[src/hw/rtl/tlsg_pkg.sv]
// Shared types, layout tables and constants for the tensor layout stride generator.
package tlsg_pkg;

  localparam int MAX_DIMS    = 5;
  localparam int NUM_UNR     = 2 * MAX_DIMS;
  localparam int NUM_STEPS   = NUM_UNR - 1;
  localparam int UNR_W       = $clog2(NUM_UNR);
  localparam int FMT_W       = 4;
  localparam int CNT_W       = 4;
  localparam int SIZE_W      = 12;
  localparam int STRIDE_W    = 60;
  localparam int DIM_W       = 3;
  localparam int BLK_W       = 4;
  localparam int NUM_FORMATS = 16;
  localparam int BLOCK_LEN   = 8;
  localparam int BLOCK_SHIFT = 3;
  localparam int LAY_PERM_W  = NUM_UNR * UNR_W;

  localparam int QUEUE_DEPTH = 2;
  localparam int QPTR_W      = $clog2(QUEUE_DEPTH);
  localparam int QCNT_W      = $clog2(QUEUE_DEPTH + 1);

  localparam logic STATUS_OK      = 1'b0;
  localparam logic STATUS_INVALID = 1'b1;

  // Dimension count per format; zero marks an unknown format.
  localparam logic [CNT_W-1:0] LAY_N [NUM_FORMATS] = '{
    4'd1, 4'd2, 4'd4, 4'd4, 4'd4, 4'd2, 4'd4, 4'd4,
    4'd4, 4'd5, 4'd5, 4'd0, 4'd0, 4'd0, 4'd0, 4'd0
  };

  // Bit d set: dimension d is split into blocks of BLOCK_LEN.
  localparam logic [MAX_DIMS-1:0] LAY_BLK8 [NUM_FORMATS] = '{
    5'b00000, 5'b00000, 5'b00000, 5'b00000, 5'b00010, 5'b00000, 5'b00000, 5'b00011,
    5'b00001, 5'b00000, 5'b00110, 5'b00000, 5'b00000, 5'b00000, 5'b00000, 5'b00000
  };

  // Unrolled-part order, outermost first; entry j sits in nibble j.
  localparam logic [LAY_PERM_W-1:0] LAY_PERM [NUM_FORMATS] = '{
    40'h0000000010, 40'h0000003210, 40'h0076543210, 40'h0076541320,
    40'h0076543210, 40'h0000003210, 40'h0076543210, 40'h0076453210,
    40'h0076541320, 40'h9876543210, 40'h9867543210, 40'h0000000000,
    40'h0000000000, 40'h0000000000, 40'h0000000000, 40'h0000000000
  };

  // Classified request: part sizes right-aligned so the innermost part is at NUM_UNR-1.
  typedef struct packed {
    logic                                err;
    logic [DIM_W-1:0]                    n_last;
    logic [NUM_UNR-1:0][SIZE_W-1:0]      q;
    logic [MAX_DIMS-1:0][UNR_W-1:0]      pos_outer;
    logic [MAX_DIMS-1:0][UNR_W-1:0]      pos_inner;
    logic [MAX_DIMS-1:0]                 blk8;
  } item_t;

  typedef struct packed {
    item_t                               item;
    logic [NUM_UNR-1:0][STRIDE_W-1:0]    s;
  } stage_t;

endpackage

[src/hw/rtl/tlsg_fifo.sv]
// Two-entry request queue between the classifier and the stride back end.
module tlsg_fifo (
  input  logic            clk_i,
  input  logic            rst_ni,
  input  logic            push_i,
  input  tlsg_pkg::item_t item_i,
  output logic            full_o,
  input  logic            pop_i,
  output logic            valid_o,
  output tlsg_pkg::item_t item_o
);

  logic [tlsg_pkg::QPTR_W-1:0] wr_q, wr_d;
  logic [tlsg_pkg::QPTR_W-1:0] rd_q, rd_d;
  logic [tlsg_pkg::QCNT_W-1:0] cnt_q, cnt_d;
  tlsg_pkg::item_t             mem_q [tlsg_pkg::QUEUE_DEPTH];
  logic                        push_ok;
  logic                        pop_ok;

  assign full_o  = (cnt_q == tlsg_pkg::QCNT_W'(tlsg_pkg::QUEUE_DEPTH));
  assign valid_o = (cnt_q != '0);
  assign item_o  = mem_q[rd_q];
  assign push_ok = push_i && !full_o;
  assign pop_ok  = pop_i && valid_o;

  always_comb begin
    wr_d  = push_ok ? wr_q + tlsg_pkg::QPTR_W'(1) : wr_q;
    rd_d  = pop_ok ? rd_q + tlsg_pkg::QPTR_W'(1) : rd_q;
    cnt_d = cnt_q;
    if (push_ok && !pop_ok) begin
      cnt_d = cnt_q + tlsg_pkg::QCNT_W'(1);
    end else if (pop_ok && !push_ok) begin
      cnt_d = cnt_q - tlsg_pkg::QCNT_W'(1);
    end
  end

  always_ff @(posedge clk_i or negedge rst_ni) begin
    if (!rst_ni) begin
      wr_q  <= '0;
      rd_q  <= '0;
      cnt_q <= '0;
    end else begin
      wr_q  <= wr_d;
      rd_q  <= rd_d;
      cnt_q <= cnt_d;
    end
  end

  always_ff @(posedge clk_i) begin
    if (push_ok) begin
      mem_q[wr_q] <= item_i;
    end
  end

endmodule

[config.mk]
export PLATFORM = sky130hd
export DESIGN_NAME = tlsg_fifo
export DESIGN_NICKNAME = d
export VERILOG_FILES = /design/src/hw/rtl/tlsg_pkg.sv /design/src/hw/rtl/tlsg_fifo.sv
export SDC_FILE = /design/constraint.sdc
export NUM_CORES = 1
export LEC_CHECK = 0
export BUFFER_PORTS_ARGS = -buffer_cell sky130_fd_sc_hd__buf_2
export CORE_AREA = 4 4 157 159
export DETAILED_ROUTE_END_ITERATION = 12
export DIE_AREA = 0 0 161 163
export PLACE_DENSITY = 0.83
export SKIP_CTS_REPAIR_TIMING = 1
export SYNTH_ARGS = -nofsm -noshare
export SYNTH_HDL_FRONTEND = slang
export SYNTH_SLANG_ARGS = --single-unit
export TNS_END_PERCENT = 20
[constraint.sdc]
create_clock -name clk_i -period 20.7 [get_ports clk_i]
set_input_delay 5.175 -clock clk_i [delete_from_list [all_inputs] [get_ports clk_i]]
set_output_delay 5.175 -clock clk_i [all_outputs]
set_load 0.1 [all_outputs]
==> flow_summary.toml <==
[drt]
wl_mm = 25.3
viasPerCell = 5.07
firstDrtPassIters = 4
vias = 6328
dr.first_iter.drc_count = 416
drt_drc_violations_left = 0
avgRoutedWirePerCell_um = 20.3
antenna_left = 0

[worst_setup_path]
crit_path_max_fanout = 107
crit_arrival_ns = 3.07
cp-start-kind = "flop"
cp_data_required_time_ns = 15.53
crit_slowest_cell = "dfrtp_4"
critical_path_class = "flop to primary output"
endpoint_kind = "primary output"
critical_path.cell_chain = "buf_12 > mux2_4 > buf_2"
critPathMaxStageDelay_ns = 1.02

[die]
pin_count = 344
die_h_um = 163
initial_utilization_pct = 55.0
num_rows = 56
die_w_um = 161
die_area_sq_mm = 0.0262
core_area_sq_mm = 0.0233

[grt]
grt_pass1_vias = 6658
grt_max_degree = 108
grt_pass1_wl_mm = 37.5
antenna_found_initial = 6
overflow = 0
globalRouteTotalUtil_pct = 18.6

[clock_tree]
tritoncts = "built"
root_buffer = "clkbuf_16"
insertion_delay_ns = 0.48
cts.path.max_buffers = 3
htreeDepth = 2
cts_buffers = 34
clock-sinks = 342
clk_pin_slew_ns = 0.06

[yosys]
syn_area_per_cell_sq_um = 23.5
synth-xor-area-share_pct = 0.342
synthSimpleGateAreaFrac_pct = 0.264
synth_compound_area_share_pct = 0
yosys-mux-area-fraction_pct = 17.8
syn-cell-area_sq_mm = 0.0128
synthAdderAreaFrac_pct = 0.0978
synth.net_count = 719
yosysWarningCount = 0
ys_types = 15
synth_seq_cells = 342
netlist_instances = 545
synth_top_family_by_area = "multiplexers"
synth-seq-area-share_pct = 80.1

[timing]
tightest_slew_ns = 1.09
rsz0062_at_grt = "false"
slew_headroom_pct = 27.2
finalCritPeriodShare_pct = 39.8
finalSetupViolCount = 0
tns_ns = 0
final_max_slew_viol_count = 0
hold_ws_ns = 0.505
hold_violations = 0
layout_min_cycle_time_ns = 8.25
fin_skew_ns = 0.00956
fmax_ghz = 0.121

[finish]
num-fill-cells = 1546
areaGrowthSynthToFinish_pct = 23.4
layout-drive-gt1-share_pct = 60.5
final_nets = 1084

[placed_design]
hpwl_mm = 17.2
place.gp.congestion = 0.757
io_buffers = 343

[job]
cap_violations = 0

[outcome]
outcome = "finished clean"

[worst_hold_path]
min_path_type = "flop to flop"
-- worst paths after layout --
path                          start            end  slack (ns)  cells past startpoint
setup / recovery               rd_q     item_o[83]       12.45                      3
hold / removal             cnt_q[1]       cnt_q[1]        0.51                      1
setup reg to reg           cnt_q[0]  mem_q[0][115]       17.08                      5
hold reg to reg            cnt_q[1]       cnt_q[1]        0.51                      1
max in group asynchronous    rst_ni           rd_q       16.08                      1
min in group asynchronous    rst_ni       cnt_q[1]        4.48                      1
-- layout make-up --
type                       count  area (sq um)  share of cell area (%)
sequential                   342         10300                    64.9
multi-input combinational    182          2380                    15.1
timing repair buffer         348          1770                    11.2
clock buffer                  43           906                    5.73
tap                          319           399                    2.53
clock inverter                10          75.1                   0.475
inverter                       2          7.51                  0.0475
antenna                        3          7.51                  0.0475
-- metal layers --
metal	GRT usage [%]	routed length (um)	share of wire [%]
met2	32.2	12900	51
met4	7.48	773	3.1
met3	5.77	2300	9.1
met5	0	41	0.16
met1	21.9	9280	37
-- worst max-delay path, delay by kind of cell (launching register included) --
family / cells / cell delay, ns
buffers and inverters: 2 / 1.05
flip-flops: 1 / 1.02
multiplexers: 1 / 0.28
-- per-stage QoR --
step	instances	cell area [sq um]	util, %	worst slack, ns
6_report	1249	15800	67.9	12.45
5_1_grt	1249	15800	67.9	12.35
4_1_cts	1246	15800	67.9	12.45
3_5_place_dp	1193	14800	63.7	12.39
3_3_place_gp	1193	14800	63.7	12.42
2_1_floorplan	545	12800	-	7.72
-- synthesized netlist by cell type --
cell	n	area [sq um]
buf_6	12	135
ha_1	1	12.5
dfrtp_1	4	100
inv_1	2	7.51
xnor2_1	3	26.3
nand2b_1	1	6.26
or2_2	1	6.26
nor2_1	2	7.51
and3_1	1	6.26
buf_2	7	35.0
nand2_1	2	7.51
xor2_1	2	17.5
edfxtp_1	338	10100
mux2_4	100	1500
mux2_2	69	777
-- cell families (layout without fill, tap and decap cells) --
family / after synthesis / in the layout
AND/OR/NAND/NOR: 7 / 7
multiplexers: 169 / 169
flip-flops: 342 / 342
other: 0 / 3
adder cells (fa/ha/maj): 1 / 1
XOR/XNOR: 5 / 5
buffers and inverters: 21 / 403
-- sequential cells by signal, summed over array words and instances (netlist names) --
name   cells
rd_q       1
cnt_q      2
wr_q       1
mem_q    338
-- cells in the final DEF, fill, tap and decap left out, drive strengths merged --
cell,n
or2,1
ha,1
clkbuf,43
nand2b,1
nand2,2
clkinv,7
xnor2,3
dfrtp,4
clkinvlp,1
inv,3
mux2,169
bufinv,1
nor2,2
and3,1
diode,3
xor2,2
buf,348
edfxtp,338
Power is not shown: default switching activity piles up to over one toggle a cycle in this logic, so the estimate is an artifact.
