<file path="src/hw/rtl/tlsg_pkg.sv">
// Shared types, layout tables and constants for the tensor layout stride generator.
package tlsg_pkg;

  localparam int MAX_DIMS    = 5;
  localparam int NUM_UNR     = 2 * MAX_DIMS;
  localparam int NUM_STEPS   = NUM_UNR - 1;
  localparam int UNR_W       = $clog2(NUM_UNR);
  localparam int FMT_W       = 4;
  localparam int CNT_W       = 4;
  localparam int SIZE_W      = 12;
  localparam int STRIDE_W    = 60;
  localparam int DIM_W       = 3;
  localparam int BLK_W       = 4;
  localparam int NUM_FORMATS = 16;
  localparam int BLOCK_LEN   = 8;
  localparam int BLOCK_SHIFT = 3;
  localparam int LAY_PERM_W  = NUM_UNR * UNR_W;

  localparam int QUEUE_DEPTH = 2;
  localparam int QPTR_W      = $clog2(QUEUE_DEPTH);
  localparam int QCNT_W      = $clog2(QUEUE_DEPTH + 1);

  localparam logic STATUS_OK      = 1'b0;
  localparam logic STATUS_INVALID = 1'b1;

  // Dimension count per format; zero marks an unknown format.
  localparam logic [CNT_W-1:0] LAY_N [NUM_FORMATS] = '{
    4'd1, 4'd2, 4'd4, 4'd4, 4'd4, 4'd2, 4'd4, 4'd4,
    4'd4, 4'd5, 4'd5, 4'd0, 4'd0, 4'd0, 4'd0, 4'd0
  };

  // Bit d set: dimension d is split into blocks of BLOCK_LEN.
  localparam logic [MAX_DIMS-1:0] LAY_BLK8 [NUM_FORMATS] = '{
    5'b00000, 5'b00000, 5'b00000, 5'b00000, 5'b00010, 5'b00000, 5'b00000, 5'b00011,
    5'b00001, 5'b00000, 5'b00110, 5'b00000, 5'b00000, 5'b00000, 5'b00000, 5'b00000
  };

  // Unrolled-part order, outermost first; entry j sits in nibble j.
  localparam logic [LAY_PERM_W-1:0] LAY_PERM [NUM_FORMATS] = '{
    40'h0000000010, 40'h0000003210, 40'h0076543210, 40'h0076541320,
    40'h0076543210, 40'h0000003210, 40'h0076543210, 40'h0076453210,
    40'h0076541320, 40'h9876543210, 40'h9867543210, 40'h0000000000,
    40'h0000000000, 40'h0000000000, 40'h0000000000, 40'h0000000000
  };

  // Classified request: part sizes right-aligned so the innermost part is at NUM_UNR-1.
  typedef struct packed {
    logic                                err;
    logic [DIM_W-1:0]                    n_last;
    logic [NUM_UNR-1:0][SIZE_W-1:0]      q;
    logic [MAX_DIMS-1:0][UNR_W-1:0]      pos_outer;
    logic [MAX_DIMS-1:0][UNR_W-1:0]      pos_inner;
    logic [MAX_DIMS-1:0]                 blk8;
  } item_t;

  typedef struct packed {
    item_t                               item;
    logic [NUM_UNR-1:0][STRIDE_W-1:0]    s;
  } stage_t;

endpackage

</file>
<file path="src/hw/rtl/tlsg_emit.sv">
// Result sequencer: one result per dimension, or one error result, into an output register.
module tlsg_emit (
  input  logic                          clk_i,
  input  logic                          rst_ni,
  input  logic                          valid_i,
  input  tlsg_pkg::stage_t              stg_i,
  output logic                          take_o,
  output logic                          out_valid_o,
  input  logic                          out_stall_i,
  output logic [tlsg_pkg::DIM_W-1:0]    dim_index_o,
  output logic [tlsg_pkg::STRIDE_W-1:0] outer_stride_o,
  output logic [tlsg_pkg::STRIDE_W-1:0] inner_stride_o,
  output logic [tlsg_pkg::BLK_W-1:0]    block_size_o,
  output logic                          status_o,
  output logic                          last_o
);

  logic [tlsg_pkg::DIM_W-1:0]    cnt_q, cnt_d;
  logic                          out_valid_q, out_valid_d;
  logic [tlsg_pkg::DIM_W-1:0]    dim_q, dim_d;
  logic [tlsg_pkg::STRIDE_W-1:0] outer_q, outer_d;
  logic [tlsg_pkg::STRIDE_W-1:0] inner_q, inner_d;
  logic [tlsg_pkg::BLK_W-1:0]    blk_q, blk_d;
  logic                          status_q, status_d;
  logic                          last_q, last_d;
  logic                          is_last;
  logic                          load;

  assign is_last = stg_i.item.err || (cnt_q == stg_i.item.n_last);
  assign load    = valid_i && (!out_valid_q || !out_stall_i);
  assign take_o  = load && is_last;

  always_comb begin
    cnt_d       = load ? (is_last ? '0 : cnt_q + tlsg_pkg::DIM_W'(1)) : cnt_q;
    out_valid_d = load || (out_valid_q && out_stall_i);
    status_d    = stg_i.item.err ? tlsg_pkg::STATUS_INVALID : tlsg_pkg::STATUS_OK;
    last_d      = is_last;
    if (stg_i.item.err) begin
      dim_d   = '0;
      outer_d = '0;
      inner_d = '0;
      blk_d   = tlsg_pkg::BLK_W'(1);
    end else begin
      dim_d   = cnt_q;
      outer_d = stg_i.s[stg_i.item.pos_outer[cnt_q]];
      inner_d = stg_i.s[stg_i.item.pos_inner[cnt_q]];
      blk_d   = stg_i.item.blk8[cnt_q] ? tlsg_pkg::BLK_W'(tlsg_pkg::BLOCK_LEN)
                                       : tlsg_pkg::BLK_W'(1);
    end
  end

  always_ff @(posedge clk_i or negedge rst_ni) begin
    if (!rst_ni) begin
      cnt_q       <= '0;
      out_valid_q <= 1'b0;
    end else begin
      cnt_q       <= cnt_d;
      out_valid_q <= out_valid_d;
    end
  end

  // Hold the result while the receiver stalls.
  always_ff @(posedge clk_i) begin
    if (load) begin
      dim_q    <= dim_d;
      outer_q  <= outer_d;
      inner_q  <= inner_d;
      blk_q    <= blk_d;
      status_q <= status_d;
      last_q   <= last_d;
    end
  end

  assign out_valid_o    = out_valid_q;
  assign dim_index_o    = dim_q;
  assign outer_stride_o = outer_q;
  assign inner_stride_o = inner_q;
  assign block_size_o   = blk_q;
  assign status_o       = status_q;
  assign last_o         = last_q;

  a_take_needs_item: assert property (@(posedge clk_i) disable iff (!rst_ni)
    take_o |-> valid_i)
    else $error("stage released without a request");

  a_cnt_in_range: assert property (@(posedge clk_i) disable iff (!rst_ni)
    (valid_i && !stg_i.item.err) |-> (cnt_q <= stg_i.item.n_last))
    else $error("dimension counter past the last dimension");

  a_error_single: assert property (@(posedge clk_i) disable iff (!rst_ni)
    (out_valid_o && status_o == tlsg_pkg::STATUS_INVALID) |-> (last_o && dim_index_o == '0))
    else $error("error result not a single result");

  a_block_len: assert property (@(posedge clk_i) disable iff (!rst_ni)
    out_valid_o |-> (block_size_o == tlsg_pkg::BLK_W'(1) ||
                     block_size_o == tlsg_pkg::BLK_W'(tlsg_pkg::BLOCK_LEN)))
    else $error("block size neither one nor a full block");

endmodule

</file>
<file path="config.mk">
export PLATFORM = sky130hd
export DESIGN_NAME = tlsg_emit
export DESIGN_NICKNAME = d
export VERILOG_FILES = /design/src/hw/rtl/tlsg_pkg.sv /design/src/hw/rtl/tlsg_emit.sv
export SDC_FILE = /design/constraint.sdc
export NUM_CORES = 1
export LEC_CHECK = 0
export BUFFER_PORTS_ARGS = -buffer_cell sky130_fd_sc_hd__buf_4
export CAP_MARGIN = 20
export CELL_PAD_IN_SITES_DETAIL_PLACEMENT = 1
export CELL_PAD_IN_SITES_GLOBAL_PLACEMENT = 1
export CORE_AREA = 8 8 343 345
export CTS_BUF_LIST = sky130_fd_sc_hd__clkbuf_4 sky130_fd_sc_hd__clkbuf_8 sky130_fd_sc_hd__clkbuf_16
export CTS_CLUSTER_DIAMETER = 60
export DETAILED_ROUTE_END_ITERATION = 7
export DIE_AREA = 0 0 351 353
export HOLD_SLACK_MARGIN = 0.15
export PLACE_DENSITY = 0.55
export SKIP_CTS_REPAIR_TIMING = 1
export SYNTH_ARGS = -nofsm -noshare
export SYNTH_HDL_FRONTEND = slang
export SYNTH_SLANG_ARGS = --single-unit
</file>
<file path="constraint.sdc">
create_clock -name clk_i -period 5.4 [get_ports clk_i]
set_clock_uncertainty 0.15 [all_clocks]
set_input_delay 0.81 -clock clk_i [delete_from_list [all_inputs] [get_ports clk_i]]
set_output_delay 0.81 -clock clk_i [all_outputs]
set_load 0.005 [all_outputs]
</file>
==> results of run 1 <==
layer usage:
layer	vias to the layer above	wire length (um)
li1	8764	-
met1	10100	49800
met2	762	57800
met3	126	8140
met4	4	2880
met5	-	23
cell type report:
type	instances	area, um^2	area share, %
multi-input combinational	1616	10200	43.8
timing repair buffer	849	6560	28.2
sequential	131	3910	16.8
tap	1500	1880	8.06
clock buffer	17	425	1.83
clock inverter	15	226	0.973
antenna	19	47.5	0.204
inverter	6	27.5	0.118
cell families (layout without fill, tap and decap cells):
| logic type | count (synthesis) | count (layout) | share of synthesized area (%) |
|---|---|---|---|
| other cells | 1 | 21 | 0.0248 |
| simple gates | 883 | 883 | 25.5 |
| compound gates | 556 | 556 | 28.8 |
| xor+xnor | 3 | 3 | 0.174 |
| fa+ha+maj | 1 | 1 | 0.0829 |
| buf+inv | 225 | 887 | 7.53 |
| flops | 131 | 131 | 25.9 |
| mux | 171 | 171 | 12.0 |
cell usage after synthesis, types with 3 or more instances:
library cell  number
nand2_1          674
and3_1           147
mux2i_1          130
edfxtp_1         127
a311oi_1         113
a211oi_1         104
clkbuf_1         104
a21oi_1           89
buf_2             78
a211o_1           61
a221oi_1          59
o21ai_0           37
mux2_2            35
a32o_1            32
o32ai_1           32
or3_1             27
buf_4             17
buf_6             15
a211oi_2          10
nor2_1             8
inv_1              6
dfrtp_1            4
a21oi_2            3
a31oi_1            3
and2_1             3
buf_1              3
nand3_1            3
nor2b_1            3
or2_2              3
xnor2_1            3
registers in the layout, indices dropped and copies added (netlist names):
signal          count
inner_stride_o     60
outer_stride_o     60
cnt_q               3
dim_index_o         3
block_size_o        2
last_o              1
out_valid_o         1
status_o            1
power groups by stage:
stage	combinational (mW)	clock, mW	sequential, mW
global route	6.13	1.56	1.48
CTS	5.77	1.55	1.47
finish	5.73	1.48	1.47
floorplan	3.26	0	1.48
global placement	5.73	0	1.48
detailed placement	5.76	0	1.49
stage by stage:
step | util, % | instance area, um^2
floorplan | - | 15100
global placement | 20.2 | 22600
detailed placement | 20.2 | 22600
CTS | 20.8 | 23200
global route | 20.8 | 23300
finish | 20.8 | 23300
worst paths after layout:
kind,endpoint,cells after the start
worst max-delay path,inner_stride_o[11],9
worst min-delay path,out_valid_o,2
worst max register to register,inner_stride_o[11],9
worst min register to register,out_valid_o,2
max in group asynchronous,out_valid_o,2
min in group asynchronous,cnt_q[1],2
==> results.md, run 1 <==
Power:
- The overall power is slightly below 9 mW.
- The switching fraction of total power is 50.9%.
- The internal power of the cells totals 4.26 mW.
- The total leakage power is 10.6 nW.
- Registers are responsible for 16.9% of the overall power.
- The part of the total power dissipated in the clock network is 17.1%.
- The total net switching power is 4.42 mW.
- The portion of total power attributed to combinational logic is 66.0%.
- Power spread over the standard cell area amounts to 373 nW/um^2.
- The largest voltage drop on the vdd net is approximately 230 uV.

Timing:
- At the pin with the least slew margin, the transition time is 990 ps.
- The routed design could run at a clock period as short as 4110 ps.
- Measured against its own limit, the worst slew margin works out to roughly a third.
- Setup repair after global routing left no endpoint under its margin.
- The final worst hold slack is 343 ps.
- The final number of setup-violating endpoints is 0.
- The total count of max-transition violations in the final report is 0.
- The final period utilization is 76.2%.
- The total count of hold-check failures in the final report is 0.
- For the final routed database, the setup TNS stands at 0 ps.
- Static timing analysis puts the maximum clock frequency at 0.243 GHz.
- The least setup slack across all paths after layout is around 1300 ps.

Placement:
- The post-place setup slack is between 1000 and 1500 ps.
- The quantity of I/O buffers inserted on ports is 781.
- Routability-driven placement finished with a final weighted congestion of 0.836.
- The number of placed instances, taps included, is 4101.
- The placed wire-length estimate is approximately 89000 um.

Clock network:
- No sink is reached through more buffers than the 2 on the longest clock path.
- The H-tree level count is 4.
- The buffer type at the clock tree root is clkbuf_16.
- The sink count of the clock tree is 131.
- The post-CTS clock slew at the launch and capture registers of the worst setup and hold paths is 80 ps.
- For the worst-skew pair, the clock arrives at the later sink with an insertion delay of 510 ps.
- The number of clock buffers added by TritonCTS is 17.
- TritonCTS built the clock tree.

Run:
- The number of violations of the max-capacitance limit is 0.

Route:
- Using the TritonRoute via totals, the vias-per-cell ratio works out to 4.75.
- The first-pass detailed-route iteration total is 5.
- The count of nets left with antenna violations once routing finished came out at 0.
- The detailed-route via count is a little under 20k.
- The number of design-rule violations left by the first detailed-router iteration is 1173.
- After detailed routing, the number of remaining DRC violations is 0.
- In the final routed layout, each cell accounts on average for roughly 29 um.
- After detailed routing, the total wire length is roughly 120000 um.

Global routing:
- The via count of the first global-routing pass is 21.0k.
- Global routing used 18.1% of the available tracks.
- For met3 alone, demand over resource in global routing was 4.73%.
- The remaining global-route overflow is 0.
- The first global-routing pass estimated 162000 um of wire.
- The number of antenna violations at the first check in global routing was 21.
- For met2 alone, demand over resource in global routing was 30.9%.
- After global routing, the most crowded layer is met2.
- For this run, global-route usage on met1 was measured as ~22%.
- The maximum number of pins on one net before global-route repair is 95.

Setup path:
- Among the stages of the critical path, the cell type that occurs most often is buf_4.
- The path type of the worst setup path is register to register.
- The arrival time at the worst endpoint is 4220 ps.
- The total buffers and inverters traversed by the critical path is 3.
- The kind of cell adding the most delay to the critical path is simple AND/OR/NAND/NOR gates.
- In this run the worst path has a maximum fanout of 34.
- The startpoint type of the worst setup path is a register.
- The required time of the critical path is 5510 ps.
- The worst register-to-register path begins at cnt_q[0].
- STA classifies the critical path endpoint as a register.
- The launch point of the worst path is cnt_q[0].
- The worst reg-to-reg setup slack is approximately 1300 ps.
- The critical path goes through buf_4, mux2i_1, o22ai_1, buf_4, or2_2, nand2_4, buf_4, a311oi_1, a211o_1.
- In this design, the stage delay of the slowest critical-path cell is 830 ps.
- The slowest stage of the critical path is the dfrtp_1 cell.

Synth:
- In the post-synthesis netlist, the biggest area contributors are edfxtp_1 25%, nand2_1 17%, mux2i_1 8.6%.
- The post-synthesis instance total is approximately 2k.
- Of all flip-flops after synthesis, the portion carrying an async set or reset was 3.05%.
- For this run, the leading register cell type out of synthesis is edfxtp_1.
- For this run, the number of Yosys warnings is 0.
- Sequential cells were found to cover 25.9% of the synthesized design area.
- The post-synthesis instance area is 15100 um^2.
- After synthesis, the largest area contributor takes up 25.3% of total cell area.
- Each instance of the synthesized netlist takes up on average 7.66 um^2.
- Counting flops with a built-in enable in the synthesized netlist gives around 130.
- The synthesized design contains around 130 register bits.
- Yosys mapped the design onto 60 distinct sky130hd cell types.
- The largest total area in the synthesized netlist belongs to edfxtp_1.

Layout:
- After the last flow step, the layout net total stands at 3395.
- Of the cells placed in the final design, the portion with a size suffix greater than 1 is a little over a third.
- The finished layout holds ~4.2k standard cells, fillers aside.
- Leaving out fill and tap cells, the most frequent cell in the layout is buf_4.
- The top cell types in the final layout, fill and taps aside, are 833 x buf_4, 668 x nand2_1, 147 x and3_1.
- After filler insertion, the fill cell instance count of the layout stands at 13.5k.
- The synthesis-to-finish area growth is 54.2%.

Min path:
- The path class of the lowest-slack min-delay path is input pin to register.
- The beginning of the worst hold path is valid_i.

Die:
- The total I/O pin count is roughly 900.
- Once the floorplan was initialized, standard cells occupied 13.5% of the core.
- The die height is roughly 350 um.
- The floorplan step defined a die boundary enclosing roughly 120000 um^2.
- The area of the core is 112000 um^2.
- The horizontal die dimension is between 300 and 400 um.
- The number of cell rows is 123.

Status:
- The run finished with clean final reports.
(Power assumes the default switching activity.)
==> run 2: changes to the inputs <==
Clock period 5.4 ns to 4.07 ns, I/O delays scaled along.
==> results.md, run 2 (synthesis results as in run 1) <==
Timing:
- On the final layout, the worst hold slack is 174 ps.
- The least setup slack across all paths after layout is approximately 480 ps.
- Setup repair after global routing left no endpoint under its margin.
- The setup total negative slack is 0 ps.
- The total count of hold-check failures in the final report was 0.
- The slew at the pin closest to its max-slew limit is 846 ps.
- Setup violations remaining at the end of the flow were counted as 0.
- The worst path uses around nine tenths of the clock period.
- The total count of max-transition violations in the final report is 0.
- The worst slew margin relative to its limit is 43.6%.
- The maximum clock frequency is 0.279 GHz.
- The shortest clock period the worst path allows after layout is 3590 ps.

Placement:
- After legalization and detailed placement, the total HPWL measured 90600 um.
- The post-place setup slack is 518 ps.
- The final weighted congestion in routability-driven placement is 0.866.
- The quantity of I/O buffers inserted on ports is 781.
- The standard cell area after detailed placement is 22900 um^2.

Setup path:
- The worst setup path is of the register to register kind.
- The required time of the critical path is 4300 ps.
- The worst setup path is launched from a register.
- The arrival time at the worst endpoint is approximately 3800 ps.
- The endpoint type of the worst setup path is a register.
- The peak fanout along the critical path is 38.

Power:
- The analysis attributes to cell leakage a power of 10.8 nW.
- The largest voltage drop on the vdd net is 335 uV.
- Overall power consumption after layout is estimated at between 10 and 15 mW.
- The cell area power density is 489 nW/um^2.

Clock network:
- CTS placed an instance of clkbuf_16 at the clock tree root.
- For this design, the sink count on the clock tree is 131.
- The CTS tree is yes.
- The clock passes through at most 2 buffers.
- The H-tree was split into 4 levels.
- The source-to-sink clock delay at the later pin of the worst-skew pair is 510 ps.
- After clock tree synthesis, the clock-pin slew on the worst setup and hold paths is 80 ps.
- Buffers inserted during clock tree synthesis total 17.

Layout:
- The final layout contains 3426 nets.
- Of the cells placed in the final design, the portion with a size suffix greater than 1 is 37.2%.
- The final design instance area without fill is 23700 um^2.
- The library cell used most frequently in the layout, excluding fill and tap cells, is buf_4.
- The fill cell total of the finished layout is 13.5k.
- In the layout the commonest cells are 851 x buf_4, 668 x nand2_1, 147 x and3_1.
- The synthesis-to-finish area growth is 56.7%.

Route:
- After detailed routing, the total wire length is 118000 um.
- For this run, design rule violations remaining after detail routing come to 0.
- In this run, the number of DRC markers left after iteration 0 of detailed routing was 1300.
- The detailed-route via count is between 15k and 20k.
- The number of nets with antenna violations after detailed routing is 0.
- After detailed routing, the number of vias per cell comes to 4.74.
- The wire length per cell after detailed routing is around 28 um.
- The first detailed-routing pass took 5 iterations.

Die:
- The floorplan step defined a die boundary enclosing 124000 um^2.
- In this run the standard cell core region covers 112000 um^2.
- In this run the horizontal extent of the chip is 351 um.
- The starting density of the core is a little over an eighth.
- In this run the count of I/O pins placed on the die edge is around 900.
- The number of cell rows is 123.
- The die height is 353 um.

Global routing:
- The maximum number of pins on one net before global-route repair is 89.
- Across every metal layer, demand over resource in global routing totals roughly 18%.
- The number of antenna violations at the first check in global routing is 47.
- The remaining global-route overflow is 0.
- The via count of the first global-routing pass is approximately 21k.
- The first global-routing pass estimated 160000 um of wire.

Status:
- The flow ran to the end, and the final reports show no timing, DRC or antenna violations.

Min path:
- In this run the worst hold path is classified as input pin to register.

Run:
- The number of violations of the max-capacitance limit is 0.
run 2: cell count changes in the layout (fill, tap and decap cells not counted):
cell           previous run  this run
inv_6                     6         0
clkbuf_4                  0         1
clkinv_4                  0         3
clkinvlp_4                3         4
buf_4                   833       851
diode_2                  19        29
bufinv_16                 5         4
nand2_4                   6         5
buf_12                   15        27
nand2_2                   2         3
clkinv_2                  2         4
dlygate4sd3_1             1         2
run 2: power by group:
group          switching, mW  internal [mW]
registers              0.100           1.83
logic                   4.84           2.91
clock network          0.849           1.03
run 2: worst paths after layout:
| path | cells after the start | slack (ps) | start | to |
|---|---|---|---|---|
| min reg2reg | 2 | 380 | out_valid_o | out_valid_o |
| max | 7 | 480 | cnt_q[1] | inner_stride_o[11] |
| min in group asynchronous | 2 | 300 | rst_ni | out_valid_o |
| max in group asynchronous | 2 | 3350 | rst_ni | cnt_q[1] |
| max reg2reg | 7 | 480 | cnt_q[1] | inner_stride_o[11] |
| min | 3 | 170 | out_stall_i | out_valid_o |
run 2: metal layers:
| metal | wire length [um] | track usage, % |
|---|---|---|
| met1 | 46900 | 20.9 |
| met2 | 56800 | 30.2 |
| met3 | 9750 | 5.54 |
| met4 | 4040 | 7.39 |
| met5 | 134 | 0 |
run 2: layout make-up:
type	instances	area, um^2	area share, %
inverter	6	26.3	0.111
sequential	131	3910	16.5
antenna	29	72.6	0.307
clock buffer	18	433	1.83
tap	1500	1880	7.94
multi-input combinational	1616	10200	43.1
clock inverter	14	189	0.799
timing repair buffer	880	6950	29.4
run 2: worst max-delay path, cell delays in order (launching register included):
cell and delay [ps]:
dfrtp_1 630, or2_2 440, o22ai_1 650, or2_2 420
nand2_4 200, buf_12 230, a311oi_1 440, a211o_1 160
run 2: per-stage QoR:
stage | utilization [%] | instances
after floorplan | - | 1972
after global placement | 20.5 | 4131
after detailed placement | 20.5 | 4131
after CTS | 21.1 | 4163
after global routing | 21.1 | 4184
final | 21.1 | 4194
